### src/rtl/audio_frame_tick_accumulator_assert.svh
// Assertion macros shared by the frame tick accumulator RTL.
// Depends on nothing; included by the modules that carry assertions.
`ifndef AUDIO_FRAME_TICK_ACCUMULATOR_ASSERT_SVH
`define AUDIO_FRAME_TICK_ACCUMULATOR_ASSERT_SVH

// Same-cycle implication, checked on the rising clock edge outside reset.
`define AFT_ASSERT_IMP(lbl, clk, rst_n, a, b, msg) \
    lbl: assert property (@(posedge clk) disable iff (!rst_n) (a) |-> (b)) else $error(msg);

// Next-cycle implication, checked on the rising clock edge outside reset.
`define AFT_ASSERT_NXT(lbl, clk, rst_n, a, b, msg) \
    lbl: assert property (@(posedge clk) disable iff (!rst_n) (a) |=> (b)) else $error(msg);

`endif

### src/rtl/aft_pkg.sv
// Shared widths, register indexes and divider interface types for the
// frame tick accumulator. Depends on nothing.
package aft_pkg;

    // Field widths.
    localparam int RATE_W      = 20;
    localparam int TPS_W       = 16;
    localparam int FRAMES_W    = 20;
    localparam int QUOT_W      = 21;
    localparam int EMIT_W      = 48;
    localparam int TOTAL_WIDTH = 48;

    // Divider sizing: the dividend is remainder plus sample rate.
    localparam int DIVIDEND_W = QUOT_W;
    localparam int REM_W      = TPS_W;
    localparam int CNT_W      = $clog2(DIVIDEND_W);

    // Stream and configuration port sizing.
    localparam int S_DATA_W = ((TPS_W + FRAMES_W + 7) / 8) * 8;
    localparam int M_DATA_W = ((QUOT_W + EMIT_W + 1 + 7) / 8) * 8;
    localparam int APB_W    = 32;
    localparam int ADDR_W   = 3;
    localparam int IDX_W    = ADDR_W - 2;

    // Register indexes.
    localparam logic [IDX_W-1:0] REG_AUDIO_RATE = 1'b0;

    // Input item kinds carried in tuser.
    localparam logic MODE_TICK   = 1'b0;
    localparam logic MODE_RENDER = 1'b1;

    // Request into the shared divider.
    typedef struct packed {
        logic                  start;
        logic [DIVIDEND_W-1:0] dividend;
        logic [TPS_W-1:0]      divisor;
    } t_div_req;

    // Response from the shared divider.
    typedef struct packed {
        logic                  busy;
        logic                  done;
        logic [DIVIDEND_W-1:0] quotient;
        logic [REM_W-1:0]      remainder;
    } t_div_rsp;

endpackage

### src/rtl/aft_divider.sv
// Restoring radix-2 divider, one quotient bit per cycle.
// Depends on aft_pkg and the shared assertion macro header.
`include "audio_frame_tick_accumulator_assert.svh"

module aft_divider (
    input  logic              i_clk,
    input  logic              i_rst_n,
    input  aft_pkg::t_div_req i_req,
    output aft_pkg::t_div_rsp o_rsp
);
    import aft_pkg::*;

    logic                  r_busy;
    logic                  r_done;
    logic [CNT_W-1:0]      r_cnt;
    logic [DIVIDEND_W-1:0] r_quo;
    logic [REM_W-1:0]      r_rem;
    logic [TPS_W-1:0]      r_dvs;

    logic [REM_W:0]        shifted;
    logic [REM_W:0]        diff;
    logic                  ge;

    // Shift in the next dividend bit and try one subtraction.
    always_comb begin
        shifted = {r_rem, r_quo[DIVIDEND_W-1]};
        diff    = shifted - {1'b0, r_dvs};
        ge      = (shifted >= {1'b0, r_dvs});
    end

    // Control: busy for one step per dividend bit, done pulses after the last.
    always_ff @(posedge i_clk) begin
        if (!i_rst_n) begin
            r_busy <= 1'b0;
            r_done <= 1'b0;
            r_cnt  <= '0;
        end else begin
            r_done <= 1'b0;
            if (!r_busy && i_req.start) begin
                r_busy <= 1'b1;
                r_cnt  <= CNT_W'(DIVIDEND_W - 1);
            end else if (r_busy) begin
                r_cnt <= r_cnt - 1'b1;
                if (r_cnt == '0) begin
                    r_busy <= 1'b0;
                    r_done <= 1'b1;
                end
            end
        end
    end

    // Datapath: load operands on start, then one quotient bit per cycle.
    always_ff @(posedge i_clk) begin
        if (!r_busy && i_req.start) begin
            r_quo <= i_req.dividend;
            r_rem <= '0;
            r_dvs <= i_req.divisor;
        end else if (r_busy) begin
            r_quo <= {r_quo[DIVIDEND_W-2:0], ge};
            r_rem <= ge ? diff[REM_W-1:0] : shifted[REM_W-1:0];
        end
    end

    always_comb begin
        o_rsp.busy      = r_busy;
        o_rsp.done      = r_done;
        o_rsp.quotient  = r_quo;
        o_rsp.remainder = r_rem;
    end

    // The partial remainder never reaches the divisor.
    `AFT_ASSERT_IMP(a_rem_below_dvs, i_clk, i_rst_n, r_busy, r_rem < r_dvs, "remainder >= divisor")
    // A start while idle makes the unit busy.
    `AFT_ASSERT_NXT(a_start_busy, i_clk, i_rst_n, i_req.start && !r_busy, r_busy, "start not taken")
    // Done is only raised after the unit stops.
    `AFT_ASSERT_IMP(a_done_idle, i_clk, i_rst_n, r_done, !r_busy, "done while busy")

endmodule

### src/rtl/audio_frame_tick_accumulator.sv
// Top level of the frame tick accumulator: sequencer, state, registers and ports.
// Depends on aft_pkg, aft_divider and the shared assertion macro header.
//
//  Port group   Direction  Role
//  s_t*         in         input item: tdata, tuser (mode)
//  m_t*         out        result item: tdata
//  p*           in/out     APB configuration, audio rate register at address 0
//
// A tick item passes through accept, 21 divider steps (one quotient bit each
// in the shared restoring divider), the done pulse and the load into the
// output register; a render item or a tick without division skips the divider.
// Reset clears the sample rate, remainder, total and all handshake state.
// The output register lets the next item be accepted while a result waits;
// a stalled result stops only the load of the following result.
`include "audio_frame_tick_accumulator_assert.svh"

module audio_frame_tick_accumulator (
    input  logic                          i_clk,
    input  logic                          i_rst_n,
    // Input item stream.
    input  logic                          s_tvalid,
    output logic                          s_tready,
    // [15:0] tick_rate, [35:16] rendered_frames, [39:36] zero
    input  logic [aft_pkg::S_DATA_W-1:0]  s_tdata,
    // [0] mode
    input  logic                          s_tuser,
    // Result item stream.
    output logic                          m_tvalid,
    input  logic                          m_tready,
    // [20:0] frames_this_tick, [68:21] emitted_total, [69] configured, [71:70] zero
    output logic [aft_pkg::M_DATA_W-1:0]  m_tdata,
    // Configuration port.
    input  logic                          psel,
    input  logic                          penable,
    input  logic                          pwrite,
    input  logic [aft_pkg::ADDR_W-1:0]    paddr,
    input  logic [aft_pkg::APB_W-1:0]     pwdata,
    output logic [aft_pkg::APB_W-1:0]     prdata,
    output logic                          pready
);
    import aft_pkg::*;

    typedef enum logic [2:0] {
        S_IDLE = 3'b001,
        S_DIV  = 3'b010,
        S_WAIT = 3'b100
    } t_state;

    t_state                 r_state;
    t_state                 n_state;
    logic [RATE_W-1:0]      r_rate;
    logic [REM_W-1:0]       r_rem;
    logic [TOTAL_WIDTH-1:0] r_total;
    logic [QUOT_W-1:0]      r_quot;
    logic                   r_out_valid;
    logic [M_DATA_W-1:0]    r_out_data;

    logic                   in_acc;
    logic                   in_mode;
    logic [TPS_W-1:0]       in_tps;
    logic [FRAMES_W-1:0]    in_frames;
    logic                   need_div;
    logic                   cfg_wr;
    logic                   can_load;
    logic [63:0]            total_wide;
    t_div_req               div_req;
    t_div_rsp               div_rsp;

    // Input unpacking and handshake; no item is taken while reset is held.
    always_comb begin
        in_mode   = s_tuser;
        in_tps    = s_tdata[TPS_W-1:0];
        in_frames = s_tdata[TPS_W+FRAMES_W-1:TPS_W];
        s_tready  = i_rst_n && (r_state == S_IDLE);
        in_acc    = s_tvalid && s_tready;
        need_div  = (in_mode == MODE_TICK) && (r_rate != '0) && (in_tps != '0);
        can_load  = !r_out_valid || m_tready;
    end

    // Divider request: remainder plus sample rate over the tick rate.
    always_comb begin
        div_req.start    = in_acc && need_div;
        div_req.dividend = DIVIDEND_W'(r_rem) + DIVIDEND_W'(r_rate);
        div_req.divisor  = in_tps;
    end

    aft_divider u_div (
        .i_clk   (i_clk),
        .i_rst_n (i_rst_n),
        .i_req   (div_req),
        .o_rsp   (div_rsp)
    );

    // Sequencer.
    always_comb begin
        n_state = r_state;
        case (r_state)
            S_IDLE: begin
                if (in_acc) begin
                    n_state = need_div ? S_DIV : S_WAIT;
                end
            end
            S_DIV: begin
                if (div_rsp.done) begin
                    n_state = S_WAIT;
                end
            end
            S_WAIT: begin
                if (can_load) begin
                    n_state = S_IDLE;
                end
            end
            default: begin
                n_state = S_IDLE;
            end
        endcase
    end

    // Configuration register decode.
    always_comb begin
        pready = 1'b1;
        cfg_wr = psel && penable && pwrite && pready
                 && (paddr[ADDR_W-1:2] == REG_AUDIO_RATE);
        prdata = (paddr[ADDR_W-1:2] == REG_AUDIO_RATE) ? APB_W'(r_rate) : '0;
    end

    // Control state, sample rate, remainder and total.
    always_ff @(posedge i_clk) begin
        if (!i_rst_n) begin
            r_state     <= S_IDLE;
            r_rate      <= '0;
            r_rem       <= '0;
            r_total     <= '0;
            r_out_valid <= 1'b0;
        end else begin
            r_state <= n_state;
            if (cfg_wr) begin
                r_rate  <= pwdata[RATE_W-1:0];
                r_rem   <= '0;
                r_total <= '0;
            end else begin
                if (in_acc && (in_mode == MODE_RENDER)) begin
                    r_total <= r_total + TOTAL_WIDTH'(in_frames);
                end
                if ((r_state == S_DIV) && div_rsp.done) begin
                    r_rem <= div_rsp.remainder;
                end
            end
            if ((r_state == S_WAIT) && can_load) begin
                r_out_valid <= 1'b1;
            end else if (m_tready) begin
                r_out_valid <= 1'b0;
            end
        end
    end

    // Result payload: quotient held until the output register takes it.
    always_comb begin
        total_wide = 64'(r_total);
    end

    always_ff @(posedge i_clk) begin
        if (in_acc) begin
            r_quot <= '0;
        end else if ((r_state == S_DIV) && div_rsp.done) begin
            r_quot <= div_rsp.quotient;
        end
        if ((r_state == S_WAIT) && can_load) begin
            r_out_data <= M_DATA_W'({(r_rate != '0), total_wide[EMIT_W-1:0], r_quot});
        end
    end

    assign m_tvalid = r_out_valid;
    assign m_tdata  = r_out_data;

    // The divider only finishes while the sequencer waits for it.
    `AFT_ASSERT_IMP(a_done_in_div, i_clk, i_rst_n, div_rsp.done, r_state == S_DIV,
                    "stray divider done")
    // A tick item with both rates nonzero goes to the divider.
    `AFT_ASSERT_NXT(a_tick_divides, i_clk, i_rst_n, div_req.start,
                    r_state == S_DIV && div_rsp.busy, "division not started")
    // A finished result reaches the output register and frees the input.
    `AFT_ASSERT_NXT(a_result_loaded, i_clk, i_rst_n, (r_state == S_WAIT) && can_load,
                    r_out_valid && (r_state == S_IDLE), "result not loaded")

endmodule
### config.mk
export PLATFORM = sky130hd
export DESIGN_NAME = audio_frame_tick_accumulator
export DESIGN_NICKNAME = d
export VERILOG_FILES = /design/src/rtl/aft_pkg.sv /design/src/rtl/aft_divider.sv /design/src/rtl/audio_frame_tick_accumulator.sv
export VERILOG_INCLUDE_DIRS = /design/src /design/src/rtl
export SDC_FILE = /design/constraint.sdc
export NUM_CORES = 1
export LEC_CHECK = 0
export ABC_CLOCK_PERIOD_IN_PS = 2850
export BUFFER_PORTS_ARGS = -buffer_cell sky130_fd_sc_hd__buf_2
export CAP_MARGIN = 20
export CORE_MARGIN = 3
export CORE_UTILIZATION = 25
export DETAILED_ROUTE_END_ITERATION = 10
export HOLD_SLACK_MARGIN = 0.03
export PLACE_DENSITY = 0.41
export REMOVE_ABC_BUFFERS = 1
export SKIP_LAST_GASP = 1
export SLEW_MARGIN = 20
export SYNTH_ARGS = -nofsm -noshare
export SYNTH_HDL_FRONTEND = slang
export SYNTH_SLANG_ARGS = --single-unit
### constraint.sdc
create_clock -name i_clk -period 2.85 [get_ports i_clk]
set_input_delay 0.1425 -clock i_clk [delete_from_list [all_inputs] [get_ports i_clk]]
set_output_delay 0.1425 -clock i_clk [all_outputs]
set_load 0.01 [all_outputs]
==> reports/qor.yml <==
global_route:
  antenna_found_initial: 2
  grt_usage_pct: 13.0
  grt_overflow_total: 0
  grt_max_degree: 38
  grtUsageMet2_pct: 21.2
  grt_pass1_vias: 8840
  grt_pass1_wl_mm: 49.6
  met1_usage_pct: 17.8
  use_met3_pct: 2.26
  grt_busiest_layer: "met2"
place:
  dp_hpwl_mm: 23.4
  portBuffers: 156
  place_ws_ns: 0.0193
  place_congestion: 0.782
  dp_cells: 1924
die:
  floorplan.die_area_um2: 48300
  initial_core_util_pct: 25.6
  ios: 190
  die_width_um: 220
  placeableCoreArea_um2: 44700
  rows: 77
  die-height_um: 220
logic_synthesis:
  synth_area_per_cell_um2: 9.70
  ys_warn_count: 0
  synthArstFlopShare_pct: 0
  synth_seq_cells: 239
  yosys_most_used_dff: "dfxtp_1"
  synth-edff-count: 107
  ys_seq_area_share_pct: 51.3
  yosysTopAreaCellShare_pct: 28.1
  syn_inst: 1178
  ys_top_cells_by_area: "edfxtp_1 (28%), dfxtp_1 (23%), nand2_1 (7.2%)"
  synth_largest_area_cell: "edfxtp_1"
  synth.cell_area_um2: 11400
  synth_cell_types: 68
clock_tree:
  cts_tree: "yes"
  clock_sink_count: 239
  numCtsBuffers: 30
  clock_latency_ns: 0.57
  clk_path_buf_depth: 3
  cts-htree-levels: 1
  cts_root_buffer: "clkbuf_16"
  clk_pin_slew_ns: 0.06
detailed_routing:
  ant_nets: 0
  drtIter0Drc: 428
  avgRoutedWirePerCell_um: 16.0
  vias_per_cell: 4.52
  drt_wl_total_mm: 32.5
  via_count: 9168
  route.detailed.drc: 0
  drtPass1Iterations: 5
timing:
  worst_pin_slew_ns: 0.503
  hold_violations: 0
  grt_setup_unrepaired: "true"
  fin_crit_sh_pct: 98.4
  timing.fmax_mhz: 357
  setup_ws_ns: 0.0461
  final-setup-viol-count: 0
  fin_skew_ns: 0.0239
  period_needed_ns: 2.80
  tns_ns: 0
  drv_slew: 0
  relSlewSlack_pct: 66.3
  worst_hold_slack_ns: 0.0374
cells_and_area:
  nFillCells: 4692
  synthToLayoutAreaGrowth_pct: 28.4
  nNetsFinal: 1550
  layout-drive-gt1-share_pct: 21.4
  final_cell_count_no_fill: 2027
worst_setup_path:
  cp_slowest_cell: "a2111oi_4"
  critPathMaxFanout: 14
  max_stage_delay_ns: 0.38
  worst_setup_path_end_kind: "flip-flop"
  crit_chain: "ha_4 > fa_2 > a211oi_2 > o21ai_2 > a21oi_2 > a2111oi_4 > a31oi_2 > o21a_2 > buf_4 > clkbuf_16 > or3_1 > a21oi_1"
  crit_required_ns: 3.34
  crit_arrival_ns: 3.29
  start_kind: "flip-flop"
  crit_type: "flip-flop to flip-flop"
pwr:
  power_density_nw_per_um2: 602
  power.leakage_nw: 5.89
  vdd_drop_max_mv: 0.424
min_path:
  hp-class: "input port to flip-flop"
run_status:
  status: "completed"
flow_run:
  drv_cap: 0
==> worst max-delay path: cells and delay by family, from the launching register on <==
family,cells,cell delay (ns)
simple gates,1,0.34
fa+ha+maj,2,0.38
compound gates,7,1.32
flops,1,0.36
buf+inv,2,0.33
==> kinds of logic (layout without fill, tap and decap cells) <==
kind of cell	Yosys count	in the layout	share of synthesized area (%)
simple gates	427	427	17.3
compound gates	281	281	15.6
flops	239	239	51.3
buf+inv	104	346	3.99
xor+xnor	58	58	4.45
fa+ha+maj	57	57	6.44
mux	10	10	0.920
other cells	2	17	0.0657
==> state kept, by name (all words and copies together) (netlist names) <==
register,flops
u_div.r_cnt,5
r_quot,21
r_total,48
r_rem,16
r_state,3
r_rate,20
u_div.r_done,1
m_tdata,70
m_tvalid,1
u_div.r_quo,21
u_div.r_dvs,16
u_div.r_rem,16
u_div.r_busy,1
==> what timing repair did <==
item | 4_1_cts | 5_1_grt
pin swaps | 1 | 19
gates resized for setup | 2 | 37
setup buffers | 0 | 4
setup endpoints to repair | 5 | 30
hold buffers | 41 | 0
cloned | 0 | 1
hold endpoints to repair | 42 | 0
==> Yosys cell counts, types with 14 or more instances <==
cell type,count
o31ai_1,16
nor2_1,64
xnor2_1,33
nor4_1,14
a211oi_1,16
ha_1,54
buf_4,15
dfxtp_1,132
clkbuf_1,46
nor2b_1,25
nand3_1,26
nand2_1,218
inv_1,38
a21oi_1,119
edfxtp_1,107
a21o_1,19
xor2_1,25
o21ai_0,43
==> worst paths after layout <==
check,startpoint,to,slack (ns),cells past startpoint
worst max-delay path,r_total[0],r_total[24],0.05,12
worst min-delay path,m_tready,m_tvalid,0.04,3
worst max register to register,r_total[0],r_total[24],0.05,12
worst min register to register,r_quot[12],m_tdata[12],0.42,0
==> cell usage in the layout (no fill, tap or decap), types with 5 or more instances in the layout <==
cell and count:
nand2_1 217, buf_2 156, dfxtp_1 131, a21oi_1 112
edfxtp_1 107, nor2_1 64, ha_1 53, buf_4 51
dlygate4sd3_1 41, o21ai_0 40, inv_1 38, xnor2_1 33
clkbuf_16 31, nand3_1 26, nor2b_1 25, xor2_1 25
a21o_1 19, conb_1 15, clkbuf_1 15, nor4_1 13
a211oi_1 12, o31ai_1 12, nor3_1 10, and3_1 9
o21a_1 9, a21oi_2 8, nand2b_1 7, or3_1 7
o221ai_1 7, or4_4 7, o21bai_1 6, nand4_1 6
and4_1 6, mux2i_1 6, a31oi_1 5, or2_2 5
and2_1 5
==> layout make-up <==
| cell class | count | area [um^2] | area share, % |
|---|---|---|---|
| sequential | 239 | 5860 | 39.9 |
| multi-input combinational | 848 | 5350 | 36.4 |
| timing repair buffer | 253 | 1680 | 11.4 |
| clock buffer | 48 | 848 | 5.78 |
| tap | 592 | 741 | 5.05 |
| inverter | 38 | 143 | 0.972 |
| clock inverter | 7 | 46.3 | 0.316 |
| antenna | 2 | 5.00 | 0.0341 |
==> through the flow <==
| stage | power (mW) | instance area [um^2] | utilization, % |
|---|---|---|---|
| after global routing | 9.29 | 14700 | 32.8 |
| final | 8.83 | 14700 | 32.8 |
| after floorplan | 4.87 | 11200 | - |
| after CTS | 8.95 | 14400 | 32.3 |
| after global placement | 5.36 | 13100 | 29.4 |
| after detailed placement | 5.36 | 13100 | 29.4 |
==> report_power, final <==
part           internal [mW]  switching [mW]  leakage (nW)  total [mW]
registers               3.73           0.165          2.13        3.90
logic                  0.664           0.794          3.32        1.46
clock network           2.02            1.45         0.438        3.48
total                   6.42            2.41          5.89        8.83
==> per-layer routing <==
metal | share of wire [%] | up-vias
li1 | - | 4660
met1 | 48 | 4311
met2 | 45 | 158
met3 | 4.2 | 39
met4 | 2.4 | 0
met5 | 0 | -
No activity file was read; power rests on OpenSTA's default activity.
